File: src/hw/rtl/mcr_pkg.sv
// ----------------------------------------------------------------------------
// mcr_pkg
// Shared constants and types of the midpoint circle rasterizer: command codes,
// result slot masks and the job control word passed to the result sequencer.
// ----------------------------------------------------------------------------
package mcr_pkg;

    localparam int COORD_WIDTH_DEF = 12;
    localparam int COLOR_W         = 32;

    localparam logic CMD_START = 1'b0;
    localparam logic CMD_STEP  = 1'b1;

    // A job lists up to twelve result slots. Slots 0 to 5 cover the octants with
    // (x, y), slots 6 to 11 the octants with x and y swapped. In each half the
    // first two slots are fill spans and the other four are single points.
    localparam int SLOT_COUNT = 12;
    localparam int SLOT_W     = 4;
    localparam int SLOT_HALF  = 6;

    localparam logic [SLOT_COUNT-1:0] MASK_SPAN_A      = 12'h003;
    localparam logic [SLOT_COUNT-1:0] MASK_PTS_A       = 12'h03C;
    localparam logic [SLOT_COUNT-1:0] MASK_SPAN_B      = 12'h0C0;
    localparam logic [SLOT_COUNT-1:0] MASK_PTS_B       = 12'hF00;
    localparam logic [SLOT_COUNT-1:0] MASK_START_LEAD  = 12'h001;
    localparam logic [SLOT_COUNT-1:0] MASK_START_POINT = 12'h004;
    localparam logic [SLOT_COUNT-1:0] MASK_START_RAD   = 12'h508;
    localparam logic [SLOT_COUNT-1:0] MASK_END         = 12'h001;

    typedef struct packed {
        logic [SLOT_COUNT-1:0] mask;
        logic                  is_end;
        logic                  done;
    } job_ctrl_t;

endpackage

File: src/hw/rtl/midpoint_circle_rasterizer.sv
// ----------------------------------------------------------------------------
// midpoint_circle_rasterizer
// Midpoint circle walk that turns start and step commands into points, fill
// spans and end markers, one result word per cycle while the output is not stalled.
// ----------------------------------------------------------------------------
// A start word loads a circle and yields one to five results; a step word
// yields four, six, eight or twelve results, or a single end marker. An
// accepted word is registered as a job in the result sequencer, and its results
// then leave at one per cycle, while the output is not stalled, through the
// single result register, which sets the rate. The next command word is
// accepted in the cycle its predecessor's last result is loaded, so the result
// stream has no gaps while commands are ready.
module midpoint_circle_rasterizer
    import mcr_pkg::*;
#(
    parameter int COORD_WIDTH = COORD_WIDTH_DEF
)
(
    input  logic                          clk,
    input  logic                          rst_n,
    input  logic                          in_valid,
    output logic                          in_stall,
    input  logic                          cmd,
    input  logic signed [COORD_WIDTH-1:0] center_x,
    input  logic signed [COORD_WIDTH-1:0] center_y,
    input  logic        [COORD_WIDTH-2:0] radius,
    input  logic                          fill,
    input  logic        [COLOR_W-1:0]     color,
    output logic                          out_valid,
    input  logic                          out_stall,
    output logic signed [COORD_WIDTH:0]   pix_x,
    output logic signed [COORD_WIDTH:0]   pix_y,
    output logic        [COORD_WIDTH-1:0] span_len,
    output logic        [COLOR_W-1:0]     pix_color,
    output logic                          last,
    output logic                          done_res
);

    job_ctrl_t              job_ctrl;
    logic [COORD_WIDTH-2:0] job_x;
    logic [COORD_WIDTH-2:0] job_y;
    logic [COORD_WIDTH-1:0] job_cx;
    logic [COORD_WIDTH-1:0] job_cy;
    logic [COLOR_W-1:0]     job_color;
    logic                   busy;
    logic                   finishing;
    logic                   load;

    assign in_stall = busy && !finishing;
    assign load     = in_valid && !in_stall;

    mcr_step #(
        .COORD_WIDTH (COORD_WIDTH)
    ) u_step (
        .clk       (clk),
        .rst_n     (rst_n),
        .load      (load),
        .cmd       (cmd),
        .center_x  (center_x),
        .center_y  (center_y),
        .radius    (radius),
        .fill      (fill),
        .color     (color),
        .job_ctrl  (job_ctrl),
        .job_x     (job_x),
        .job_y     (job_y),
        .job_cx    (job_cx),
        .job_cy    (job_cy),
        .job_color (job_color)
    );

    mcr_emit #(
        .COORD_WIDTH (COORD_WIDTH)
    ) u_emit (
        .clk       (clk),
        .rst_n     (rst_n),
        .load      (load),
        .job_ctrl  (job_ctrl),
        .job_x     (job_x),
        .job_y     (job_y),
        .job_cx    (job_cx),
        .job_cy    (job_cy),
        .job_color (job_color),
        .out_stall (out_stall),
        .busy      (busy),
        .finishing (finishing),
        .out_valid (out_valid),
        .pix_x     (pix_x),
        .pix_y     (pix_y),
        .span_len  (span_len),
        .pix_color (pix_color),
        .last      (last),
        .done_res  (done_res)
    );

    // An end marker always closes its word and the circle.
    a_end_marker: assert property (@(posedge clk) disable iff (!rst_n)
        out_valid && (span_len == '0) |-> last && done_res && (pix_x == '0) && (pix_y == '0))
        else $error("end marker with wrong fields");

    // Within a word the result register is refilled in the very next cycle.
    a_no_gap: assert property (@(posedge clk) disable iff (!rst_n)
        out_valid && !out_stall && !last |=> out_valid)
        else $error("gap inside a result list");

    // A new word is only taken when the job slot is empty or draining its last result.
    a_load_free: assert property (@(posedge clk) disable iff (!rst_n)
        load |-> !busy || finishing)
        else $error("job overwritten before it was drained");

endmodule

File: src/hw/rtl/mcr_step.sv
// ----------------------------------------------------------------------------
// mcr_step
// Circle state and midpoint decision update. Turns each command word into a
// job for the result sequencer and updates the walk state when it is accepted.
// ----------------------------------------------------------------------------
module mcr_step
    import mcr_pkg::*;
#(
    parameter int COORD_WIDTH = COORD_WIDTH_DEF
)
(
    input  logic                          clk,
    input  logic                          rst_n,
    input  logic                          load,
    input  logic                          cmd,
    input  logic signed [COORD_WIDTH-1:0] center_x,
    input  logic signed [COORD_WIDTH-1:0] center_y,
    input  logic        [COORD_WIDTH-2:0] radius,
    input  logic                          fill,
    input  logic        [COLOR_W-1:0]     color,
    output job_ctrl_t                     job_ctrl,
    output logic        [COORD_WIDTH-2:0] job_x,
    output logic        [COORD_WIDTH-2:0] job_y,
    output logic        [COORD_WIDTH-1:0] job_cx,
    output logic        [COORD_WIDTH-1:0] job_cy,
    output logic        [COLOR_W-1:0]     job_color
);

    localparam int RW = COORD_WIDTH - 1;
    localparam int DW = COORD_WIDTH + 2;

    logic [RW-1:0]          step_x_reg, step_x_next;
    logic [RW-1:0]          step_y_reg, step_y_next;
    logic [DW-1:0]          decision_reg, decision_next;
    logic [COORD_WIDTH-1:0] origin_x_reg, origin_x_next;
    logic [COORD_WIDTH-1:0] origin_y_reg, origin_y_next;
    logic                   fill_mode_reg, fill_mode_next;
    logic [COLOR_W-1:0]     draw_color_reg, draw_color_next;
    logic                   active_reg, active_next;

    logic [RW-1:0] y_adv;
    logic [RW-1:0] x_adv;
    logic          dec_pos;
    logic          diag;

    assign dec_pos = !decision_reg[DW-1] && (decision_reg != '0);
    assign y_adv   = step_y_reg + RW'(1);
    assign x_adv   = dec_pos ? step_x_reg - RW'(1) : step_x_reg;
    assign diag    = (x_adv == y_adv);

    always_comb
    begin
        step_x_next     = step_x_reg;
        step_y_next     = step_y_reg;
        decision_next   = decision_reg;
        origin_x_next   = origin_x_reg;
        origin_y_next   = origin_y_reg;
        fill_mode_next  = fill_mode_reg;
        draw_color_next = draw_color_reg;
        active_next     = active_reg;
        job_ctrl.mask   = MASK_END;
        job_ctrl.is_end = 1'b1;
        job_ctrl.done   = 1'b1;
        job_x           = step_x_reg;
        job_y           = step_y_reg;
        if (cmd == CMD_START)
        begin
            origin_x_next   = center_x;
            origin_y_next   = center_y;
            fill_mode_next  = fill;
            draw_color_next = color;
            step_x_next     = radius;
            step_y_next     = '0;
            decision_next   = DW'(1) - {3'b000, radius};
            active_next     = (radius != '0);
            job_ctrl.is_end = 1'b0;
            job_ctrl.done   = (radius == '0);
            job_ctrl.mask   = MASK_START_POINT;
            if (radius != '0)
            begin
                job_ctrl.mask = job_ctrl.mask | MASK_START_RAD;
                if (fill)
                begin
                    job_ctrl.mask = job_ctrl.mask | MASK_START_LEAD;
                end
            end
            job_x = radius;
            job_y = '0;
        end
        else if (active_reg && (step_x_reg > step_y_reg))
        begin
            step_x_next   = x_adv;
            step_y_next   = y_adv;
            decision_next = decision_reg + {2'b00, y_adv, 1'b0} + DW'(1)
                            - (dec_pos ? {2'b00, x_adv, 1'b0} : DW'(0));
            job_x         = x_adv;
            job_y         = y_adv;
            if (x_adv < y_adv)
            begin
                active_next = 1'b0;
            end
            else
            begin
                active_next     = !diag;
                job_ctrl.is_end = 1'b0;
                job_ctrl.done   = diag;
                job_ctrl.mask   = MASK_PTS_A | (fill_mode_reg ? MASK_SPAN_A : '0);
                if (!diag)
                begin
                    job_ctrl.mask = job_ctrl.mask | MASK_PTS_B
                                    | (fill_mode_reg ? MASK_SPAN_B : '0);
                end
            end
        end
        else
        begin
            active_next = 1'b0;
        end
    end

    assign job_cx    = origin_x_next;
    assign job_cy    = origin_y_next;
    assign job_color = draw_color_next;

    always_ff @(posedge clk or negedge rst_n)
    begin
        if (!rst_n)
        begin
            step_x_reg     <= '0;
            step_y_reg     <= '0;
            decision_reg   <= '0;
            origin_x_reg   <= '0;
            origin_y_reg   <= '0;
            fill_mode_reg  <= 1'b0;
            draw_color_reg <= '0;
            active_reg     <= 1'b0;
        end
        else if (load)
        begin
            step_x_reg     <= step_x_next;
            step_y_reg     <= step_y_next;
            decision_reg   <= decision_next;
            origin_x_reg   <= origin_x_next;
            origin_y_reg   <= origin_y_next;
            fill_mode_reg  <= fill_mode_next;
            draw_color_reg <= draw_color_next;
            active_reg     <= active_next;
        end
    end

endmodule

File: src/hw/rtl/mcr_emit.sv
// ----------------------------------------------------------------------------
// mcr_emit
// Result sequencer. Holds one job, walks its slot mask lowest slot first and,
// unless stalled, loads one point, span or end marker per cycle into the result register.
// ----------------------------------------------------------------------------
module mcr_emit
    import mcr_pkg::*;
#(
    parameter int COORD_WIDTH = COORD_WIDTH_DEF
)
(
    input  logic                          clk,
    input  logic                          rst_n,
    input  logic                          load,
    input  job_ctrl_t                     job_ctrl,
    input  logic        [COORD_WIDTH-2:0] job_x,
    input  logic        [COORD_WIDTH-2:0] job_y,
    input  logic        [COORD_WIDTH-1:0] job_cx,
    input  logic        [COORD_WIDTH-1:0] job_cy,
    input  logic        [COLOR_W-1:0]     job_color,
    input  logic                          out_stall,
    output logic                          busy,
    output logic                          finishing,
    output logic                          out_valid,
    output logic signed [COORD_WIDTH:0]   pix_x,
    output logic signed [COORD_WIDTH:0]   pix_y,
    output logic        [COORD_WIDTH-1:0] span_len,
    output logic        [COLOR_W-1:0]     pix_color,
    output logic                          last,
    output logic                          done_res
);

    localparam int RW = COORD_WIDTH - 1;
    localparam int PW = COORD_WIDTH + 1;

    logic [SLOT_COUNT-1:0]  mask_reg, mask_next;
    logic                   is_end_reg;
    logic                   done_reg;
    logic [RW-1:0]          x_reg;
    logic [RW-1:0]          y_reg;
    logic [COORD_WIDTH-1:0] cx_reg;
    logic [COORD_WIDTH-1:0] cy_reg;
    logic [COLOR_W-1:0]     color_reg;

    logic                   out_valid_reg, out_valid_next;
    logic [PW-1:0]          pix_x_reg;
    logic [PW-1:0]          pix_y_reg;
    logic [COORD_WIDTH-1:0] span_len_reg;
    logic [COLOR_W-1:0]     pix_color_reg;
    logic                   last_reg;
    logic                   done_res_reg;

    logic                   adv;
    logic                   emit;
    logic [SLOT_COUNT-1:0]  rest;
    logic [SLOT_W-1:0]      slot;
    logic [SLOT_W-1:0]      k;
    logic                   swap;
    logic                   x_neg;
    logic                   y_neg;
    logic [RW-1:0]          a;
    logic [RW-1:0]          b;
    logic [PW-1:0]          a_ext;
    logic [PW-1:0]          b_ext;
    logic [PW-1:0]          px;
    logic [PW-1:0]          py;
    logic [COORD_WIDTH-1:0] len;

    assign busy      = (mask_reg != '0);
    assign adv       = !out_valid_reg || !out_stall;
    assign emit      = adv && busy;
    assign rest      = mask_reg & (mask_reg - SLOT_COUNT'(1));
    assign finishing = emit && (rest == '0);

    always_comb
    begin
        slot = '0;
        for (int i = SLOT_COUNT - 1; i >= 0; i--)
        begin
            if (mask_reg[i])
            begin
                slot = SLOT_W'(i);
            end
        end
    end

    assign swap = (slot >= SLOT_W'(SLOT_HALF));
    assign k    = swap ? slot - SLOT_W'(SLOT_HALF) : slot;

    always_comb
    begin
        case (k) inside
            4'd0, 4'd1, 4'd3, 4'd5: x_neg = 1'b1;
            default:                x_neg = 1'b0;
        endcase
        case (k) inside
            4'd1, 4'd4, 4'd5: y_neg = 1'b1;
            default:          y_neg = 1'b0;
        endcase
    end

    assign a     = swap ? y_reg : x_reg;
    assign b     = swap ? x_reg : y_reg;
    assign a_ext = {2'b00, a};
    assign b_ext = {2'b00, b};

    always_comb
    begin
        if (is_end_reg)
        begin
            px  = '0;
            py  = '0;
            len = '0;
        end
        else
        begin
            px  = {cx_reg[COORD_WIDTH-1], cx_reg} + (x_neg ? -a_ext : a_ext);
            py  = {cy_reg[COORD_WIDTH-1], cy_reg} + (y_neg ? -b_ext : b_ext);
            len = (k < SLOT_W'(2)) ? {a, 1'b0} : COORD_WIDTH'(1);
        end
    end

    always_comb
    begin
        mask_next = mask_reg;
        if (load)
        begin
            mask_next = job_ctrl.mask;
        end
        else if (emit)
        begin
            mask_next = rest;
        end
        out_valid_next = out_valid_reg;
        if (adv)
        begin
            out_valid_next = busy;
        end
    end

    always_ff @(posedge clk or negedge rst_n)
    begin
        if (!rst_n)
        begin
            mask_reg      <= '0;
            out_valid_reg <= 1'b0;
        end
        else
        begin
            mask_reg      <= mask_next;
            out_valid_reg <= out_valid_next;
        end
    end

    always_ff @(posedge clk)
    begin
        if (load)
        begin
            is_end_reg <= job_ctrl.is_end;
            done_reg   <= job_ctrl.done;
            x_reg      <= job_x;
            y_reg      <= job_y;
            cx_reg     <= job_cx;
            cy_reg     <= job_cy;
            color_reg  <= job_color;
        end
        if (emit)
        begin
            pix_x_reg     <= px;
            pix_y_reg     <= py;
            span_len_reg  <= len;
            pix_color_reg <= color_reg;
            last_reg      <= (rest == '0);
            done_res_reg  <= done_reg;
        end
    end

    assign out_valid = out_valid_reg;
    assign pix_x     = pix_x_reg;
    assign pix_y     = pix_y_reg;
    assign span_len  = span_len_reg;
    assign pix_color = pix_color_reg;
    assign last      = last_reg;
    assign done_res  = done_res_reg;

endmodule

File: config.mk
export PLATFORM = sky130hd
export DESIGN_NAME = midpoint_circle_rasterizer
export DESIGN_NICKNAME = d
export VERILOG_FILES = /design/src/hw/rtl/mcr_pkg.sv /design/src/hw/rtl/midpoint_circle_rasterizer.sv /design/src/hw/rtl/mcr_step.sv /design/src/hw/rtl/mcr_emit.sv
export SDC_FILE = /design/constraint.sdc
export NUM_CORES = 1
export LEC_CHECK = 0
export ABC_CLOCK_PERIOD_IN_PS = 15510
export BUFFER_PORTS_ARGS = -buffer_cell sky130_fd_sc_hd__buf_4
export CAP_MARGIN = 20
export CORE_MARGIN = 3
export CORE_UTILIZATION = 30
export CTS_BUF_LIST = sky130_fd_sc_hd__clkbuf_2
export DETAILED_ROUTE_END_ITERATION = 8
export PLACE_DENSITY = 0.57
export SYNTH_ARGS = -nofsm -noshare
export SYNTH_HDL_FRONTEND = slang
export SYNTH_SLANG_ARGS = --single-unit
File: constraint.sdc
create_clock -name clk -period 15.51 [get_ports clk]
set_input_delay 0 -clock clk [delete_from_list [all_inputs] [get_ports clk]]
set_output_delay 0 -clock clk [all_outputs]
set_load 0.05 [all_outputs]
==> results of run 1 <==
-- per-layer routing --
| metal | GRT usage, % | up-vias |
|---|---|---|
| met2 | 25.3 | 271 |
| met1 | 19.6 | 5573 |
| li1 | - | 5739 |
| met4 | 5.68 | 0 |
| met5 | 0 | - |
| met3 | 3.95 | 83 |
-- worst max-delay path: stages (launching register included) --
cell	delay, ns
dfrtp_1	0.45
or2_2	0.33
a2111oi_0	0.68
nor2_1	0.18
ha_1	0.26
nand3_1	0.07
o41ai_1	0.07
a2bb2oi_1	0.28
and2_1	0.53
nand2_1	0.13
o21a_1	0.14
ha_1	0.27
a21o_1	0.18
a21o_1	0.21
a2111oi_0	0.67
nor3_1	0.17
o31ai_1	0.34
xor2_1	0.17
nor2_1	0.05
-- through the flow --
step | utilization [%] | cell area (sq um) | cells
after floorplan | - | 14500 | 1403
after CTS | 39.0 | 18700 | 2412
final | 39.1 | 18700 | 2418
after global routing | 39.1 | 18700 | 2415
after detailed placement | 34.1 | 16300 | 2113
after global placement | 34.1 | 16300 | 2113
-- synth_stat cells (3+ instances only) --
| cell type | number |
|---|---|
| nor2b_1 | 17 |
| nor4_1 | 12 |
| fa_1 | 13 |
| nor2_1 | 289 |
| or4_1 | 7 |
| a2111oi_0 | 5 |
| a31oi_1 | 10 |
| nor4b_1 | 3 |
| o41ai_1 | 3 |
| clkbuf_1 | 43 |
| inv_1 | 47 |
| a211o_1 | 4 |
| buf_1 | 3 |
| mux2i_1 | 29 |
| xor2_1 | 27 |
| and4_1 | 5 |
| nand2_1 | 83 |
| o2111ai_1 | 3 |
| o31a_1 | 3 |
| o22ai_1 | 10 |
| xnor2_1 | 50 |
| buf_2 | 18 |
| and3_1 | 7 |
| o211ai_1 | 7 |
| or2_2 | 7 |
| mux2_2 | 68 |
| nand2b_1 | 8 |
| a211oi_1 | 14 |
| ha_1 | 72 |
| a21o_1 | 18 |
| o21a_1 | 14 |
| or3_1 | 12 |
| nand3_1 | 26 |
| o31ai_1 | 13 |
| a32oi_1 | 3 |
| o21ai_0 | 49 |
| edfxtp_1 | 152 |
| nor3_1 | 30 |
| dfrtp_1 | 107 |
| a21oi_1 | 71 |
-- layout make-up --
type / count / area (sq um)
tap: 615 / 769
clock buffer: 114 / 571
multi-input combinational: 1029 / 6880
fill: 4729 / 29100
timing repair buffer: 329 / 2920
clock inverter: 18 / 128
antenna: 5 / 12.5
sequential: 259 / 7240
inverter: 49 / 189
-- cell usage in the layout, fill, tap and decap left out, types with 8 or more instances in the layout --
cell / Yosys / final
xnor2_1: 50 / 50
nand3_1: 26 / 26
nand2_1: 83 / 83
a211oi_1: 14 / 14
nand2b_1: 8 / 8
or3_1: 12 / 12
a21o_1: 18 / 18
o31ai_1: 13 / 13
o21a_1: 14 / 14
a21oi_1: 71 / 70
mux2_2: 68 / 68
clkbuf_2: 1 / 114
fa_1: 13 / 13
nor3_1: 30 / 30
edfxtp_1: 152 / 152
nor2_1: 289 / 289
nor2b_1: 17 / 17
o21ai_0: 49 / 49
o22ai_1: 10 / 10
buf_4: 0 / 161
nor4_1: 12 / 12
a31oi_1: 10 / 10
xor2_1: 27 / 27
inv_1: 47 / 47
dlygate4sd3_1: 0 / 166
clkinv_1: 1 / 13
dfrtp_1: 107 / 107
ha_1: 72 / 72
mux2i_1: 29 / 29
-- kinds of logic (layout without fill, tap and decap cells) --
group / count (synthesis) / after routing / synth area share, %
other: 0 / 5 / 0
AOI/OAI and AO/OA: 251 / 251 / 11.2
xor gates and xnor gates: 77 / 77 / 4.64
DFF: 259 / 259 / 49.8
adders and majority gates: 86 / 86 / 8.05
and+or+nand+nor: 517 / 517 / 15.7
muxes: 98 / 98 / 7.42
buffers and inverters: 115 / 510 / 3.18
-- worst min-delay path by stage --
stage,slack [ns],end,startpoint,cells after the start
after detailed placement,0.02,u_step.origin_y_reg[1],rst_n,1
after CTS,0.002,u_step.decision_reg[8],radius[8],6
after global placement,0.03,u_step.origin_y_reg[1],rst_n,1
final,0.09,u_step.decision_reg[8],radius[8],6
after global routing,0.03,u_emit.x_reg[5],radius[5],4
after floorplan,-0.30,u_emit.mask_reg[0],rst_n,0
==> qor.csv, run 1 <==
stage,metric,value,unit
synth,Syn Nets,1561,
floorplan,Chip Width,226,um
drt,M1 WL,17600,um
worst_setup_path,Setup crit start,u_emit.mask_reg[11],
global_routing,Tot GR Track Use,15.4,%
floorplan,Top-Level Pins,147,
drt,met2 wire length,19000,um
clock_tree,H-tree depth,3,
synth,synthesized area per cell,10.4,sq um
global_routing,first-pass GRT wire length,62300,um
timing,Finish-stage setup viols,0,
synth,Cells after Synth,1403,
clock_tree,CTS tree,done,
place,setup slack at placement,10.15,ns
global_routing,largest net degree at the start of global routing,79,
place,number of buffers inserted by port buffering,146,
worst_setup_path,Max Fanout on Critical Path,15,
floorplan,Starting Density,30.4,%
timing,worst hold slack,0.0917,ns
clock_tree,# clock sinks,259,
cells_and_area,layout cell share with drive strength beyond 1,20.6,%
drt,drt via density,4.82,
worst_setup_path,CP Launch Type,flip-flop,
worst_setup_path,worst r2r path cells,18,
hold_path,Hold Path Class,in2reg,
synth,"EDFF count, synth",152,
drt,DR vias,11700,
drt,# DRC,0,
worst_setup_path,FF-to-FF End,u_emit.pix_y[11],
outcome,status,"complete, no violations",
global_routing,initial antenna violation count,2,
synth,post-synth top area share,31.4,%
synth,Post-Synthesis Cell Area,14500,sq um
clock_tree,CTS Buf Count,74,
synth,Syn. warnings,0,
cells_and_area,# nets final,1900,
drt,wire length on met3,1970,um
timing,Final Hold Viols,0,
place,DP HPWL,27400,um
timing,clk_skew,0.0617,ns
timing,fin crit period,5.43,ns
floorplan,die area,51200,sq um
worst_setup_path,Worst R2R Start,u_emit.mask_reg[11],
drt,Post-DRT Antenna Nets,0,
worst_setup_path,Worst Path Required,16.20,ns
clock_tree,Post-CTS Resized,0,
drt,max layer used,met4,
clock_tree,Hold Buf Count CTS,167,
place,Placer Congestion,0.855,
clock_tree,clk buf depth,3,
floorplan,# rows,80,
cells_and_area,P&R area growth vs syn,28.6,%
global_routing,vias in the first global route,11700,
clock_tree,Clock Latency Late Sink,0.98,ns
worst_setup_path,end of the critical path,u_emit.pix_y[11],
timing,worst-margin pin slew,1.06,ns
synth,ys flop type,edfxtp_1,
worst_setup_path,nature of the critical path endpoint,flip-flop,
worst_setup_path,flop-to-flop setup slack,10.08,ns
global_routing,grt total ovfl,0,
drt,drt total wl,39700,um
worst_setup_path,worst path arrival time,6.13,ns
drt,DRT iter0 DRCs,612,
drt,wire per inst,16.4,um
timing,TNS Setup,0,ns
clock_tree,Setup Buffers After CTS,0,
drt,first-pass iteration count of the detailed router,5,
synth,sequential element share of the synthesized area,49.8,%
timing,final period utilization,35.0,%
timing,RSZ-0062 raised after global routing,false,
floorplan,Core Region,47800,sq um
synth,ys async rst share,41.3,%
clock_tree,CTS root buf,clkbuf_2,
floorplan,Die Y,226,um
synth,Netlist cell types,72,
run,number of max-cap violations,0,
worst_setup_path,Setup CP Type,reg2reg,
timing,relative slew slack,29.0,%
clock_tree,clock-pin slew on the worst setup and hold paths,0.10,ns
timing,count of pins over their slew limit,0,
synth,"top cells by area, synth","edfxtp_1 (31%), dfrtp_1 (18%), nor2_1 (7.5%)",
timing,final worst setup slack,10.08,ns
synth,post-synth top area cell,edfxtp_1,
timing,f_max,184,MHz
synth,Yosys reg bits,259,
Power of run 1 is left out: the tool's default activity adds up to more than one toggle a clock period on the data nets, which glitch-free logic cannot reach.
==> run 2: changes to the inputs <==
--- a/config.mk
+++ b/config.mk
@@ -5,14 +5,14 @@
 export SDC_FILE = /design/constraint.sdc
 export NUM_CORES = 1
 export LEC_CHECK = 0
-export ABC_CLOCK_PERIOD_IN_PS = 15510
+export ABC_CLOCK_PERIOD_IN_PS = 4450
 export BUFFER_PORTS_ARGS = -buffer_cell sky130_fd_sc_hd__buf_4
 export CAP_MARGIN = 20
 export CORE_MARGIN = 3
 export CORE_UTILIZATION = 30
 export CTS_BUF_LIST = sky130_fd_sc_hd__clkbuf_2
 export DETAILED_ROUTE_END_ITERATION = 8
-export PLACE_DENSITY = 0.57
+export PLACE_DENSITY = 0.59
 export SYNTH_ARGS = -nofsm -noshare
 export SYNTH_HDL_FRONTEND = slang
 export SYNTH_SLANG_ARGS = --single-unit
==> constraint.sdc (replaced) <==
create_clock -name clk -period 4.45 [get_ports clk]
set_input_delay 0 -clock clk [delete_from_list [all_inputs] [get_ports clk]]
set_output_delay 0 -clock clk [all_outputs]
set_load 0.05 [all_outputs]
==> qor.csv, run 2 (synthesized netlist as in run 1, its figures left out) <==
stage,metric,value,unit
timing,f_max,225,MHz
clock_tree,CTS tree,done,
floorplan,die area,51200,sq um
cells_and_area,"commonest cells after routing, fill and taps aside","nor2_1 (286), buf_4 (250), dlygate4sd3_1 (162)",
floorplan,# rows,80,
clock_tree,clk buf depth,3,
cells_and_area,final std cells w/o fill,2502,
floorplan,Chip Width,226,um
worst_setup_path,slowest cell on the critical path,or4_4,
global_routing,largest net degree at the start of global routing,73,
clock_tree,Clock Latency Late Sink,0.99,ns
floorplan,Die Y,226,um
global_routing,Tot GR Track Use,16.3,%
timing,fin crit period,4.45,ns
place,placed cells,2195,
worst_setup_path,Setup CP Type,reg2reg,
cells_and_area,Register Area,7240,sq um
worst_setup_path,critical-path cell list,or2_4 -> a2111oi_4 -> nor2_2 -> ha_4 -> nor2b_4 -> or4_4 -> o21ai_4 -> nor2_1 -> xnor2_1 -> ha_1 -> nor2b_1 -> o31a_1 -> o311a_1 -> o2111ai_2 -> a21oi_2 -> a2111oi_2 -> nand2b_1,
cells_and_area,# fillers,4642,
global_routing,grt total ovfl,0,
outcome,status,"complete, no violations",
hold_path,Hold Path Class,in2reg,
drt,first-pass iteration count of the detailed router,6,
drt,drt via density,4.89,
worst_setup_path,worst path arrival time,5.23,ns
cells_and_area,P&R area growth vs syn,34.4,%
drt,wire per inst,16.9,um
timing,clk_skew,0.0907,ns
drt,# DRC,0,
clock_tree,CTS Buf Count,71,
clock_tree,CTS root buf,clkbuf_2,
worst_setup_path,Max Fanout on Critical Path,5,
worst_setup_path,Worst Path Required,5.23,ns
place,Placer Congestion,0.866,
run,number of max-cap violations,0,
worst_setup_path,flop-to-flop setup slack,0.0007,ns
global_routing,first-pass GRT wire length,65600,um
timing,RSZ-0062 raised after global routing,true,
cells_and_area,Layout Utilization,40.8,%
global_routing,M1 GR Usage,20.9,%
timing,final period utilization,100,%
global_routing,initial antenna violation count,2,
clock_tree,clock-pin slew on the worst setup and hold paths,0.10,ns
timing,relative slew slack,29.3,%
clock_tree,# clock sinks,259,
cells_and_area,layout cell share with drive strength beyond 1,25.8,%
floorplan,Top-Level Pins,147,
worst_setup_path,CP Launch Type,flip-flop,
place,DP HPWL,28900,um
timing,Final Hold Viols,0,
timing,Finish-stage setup viols,0,
timing,worst-margin pin slew,1.06,ns
place,number of buffers inserted by port buffering,146,
global_routing,vias in the first global route,12400,
floorplan,Starting Density,30.4,%
worst_setup_path,Worst Path Buf+Inv,0,
clock_tree,H-tree depth,3,
global_routing,most used routing layer,met2,
drt,drt total wl,42300,um
worst_setup_path,nature of the critical path endpoint,flip-flop,
cells_and_area,"commonest non-fill, non-tap cell in the layout",nor2_1,
cells_and_area,Multi-input gate area,7070,sq um
drt,DRT iter0 DRCs,771,
floorplan,Core Region,47800,sq um
cells_and_area,# nets final,1984,
global_routing,met3 Use GR,3.81,%
drt,Post-DRT Antenna Nets,0,
drt,DR vias,12200,
worst_setup_path,critical path's top delay family,compound AO/OA/AOI/OAI gates,
timing,count of pins over their slew limit,0,
worst_setup_path,Critical Path Max Stage Delay,0.43,ns
global_routing,GRT met2 Usage,26.7,%
run 2: what timing repair did:
action                                 4_1_cts  5_1_grt
resized for setup                            9       33
endpoints found under the hold margin      380        0
pin swaps                                    2       27
setup endpoints to repair                    5       22
hold buffers                               163        0
setup buffers                                0       10
run 2: metrics by stage:
stage                     cell area, sq um  setup TNS [ns]  setup slack [ns]  hold WS [ns]
final                                19500               0          0.000655         0.134
after global routing                 19500          -0.425            -0.177        0.0304
after CTS                            19300         -0.0112           -0.0112      0.000343
after detailed placement             17000          -0.141           -0.0720        0.0777
after global placement               17000         -0.0235           -0.0199        0.0791
after floorplan                      14600               0           0.00920        -0.296
run 2: routing by layer:
metal  part of all wire [%]  wire length, um
met5                      0                0
met4                    2.7             1160
met1                     44            18600
met2                     48            20400
met3                    5.1             2180
run 2: area by class of cell:
cell class | count | area share (%)
antenna | 5 | 0.0640
clock buffer | 103 | 2.64
clock inverter | 26 | 0.845
inverter | 49 | 0.967
multi-input combinational | 1029 | 36.2
sequential | 259 | 37.1
tap | 615 | 3.94
timing repair buffer | 416 | 18.3
run 2: final timing paths:
check / start / endpoint / cells past startpoint
worst max-delay path: u_emit.mask_reg[11] / u_emit.pix_x[12] / 17
worst max register to register: u_emit.mask_reg[11] / u_emit.pix_x[12] / 17
worst min register to register: u_emit.color_reg[21] / u_emit.pix_color[21] / 0
min in group asynchronous: rst_n / u_step.draw_color_reg[3] / 4
max in group asynchronous: rst_n / u_step.decision_reg[7] / 4
worst min-delay path: radius[6] / u_step.decision_reg[6] / 6
run 2: tightest hold or removal path, delay by kind of cell:
kind | cells | cell delay (ns)
AOI/OAI and AO/OA | 2 | 0.18
and+or+nand+nor | 1 | 0.09
xor gates and xnor gates | 1 | 0.08
buffers and inverters | 2 | 0.70
Power of run 2 is left out for the same reason.
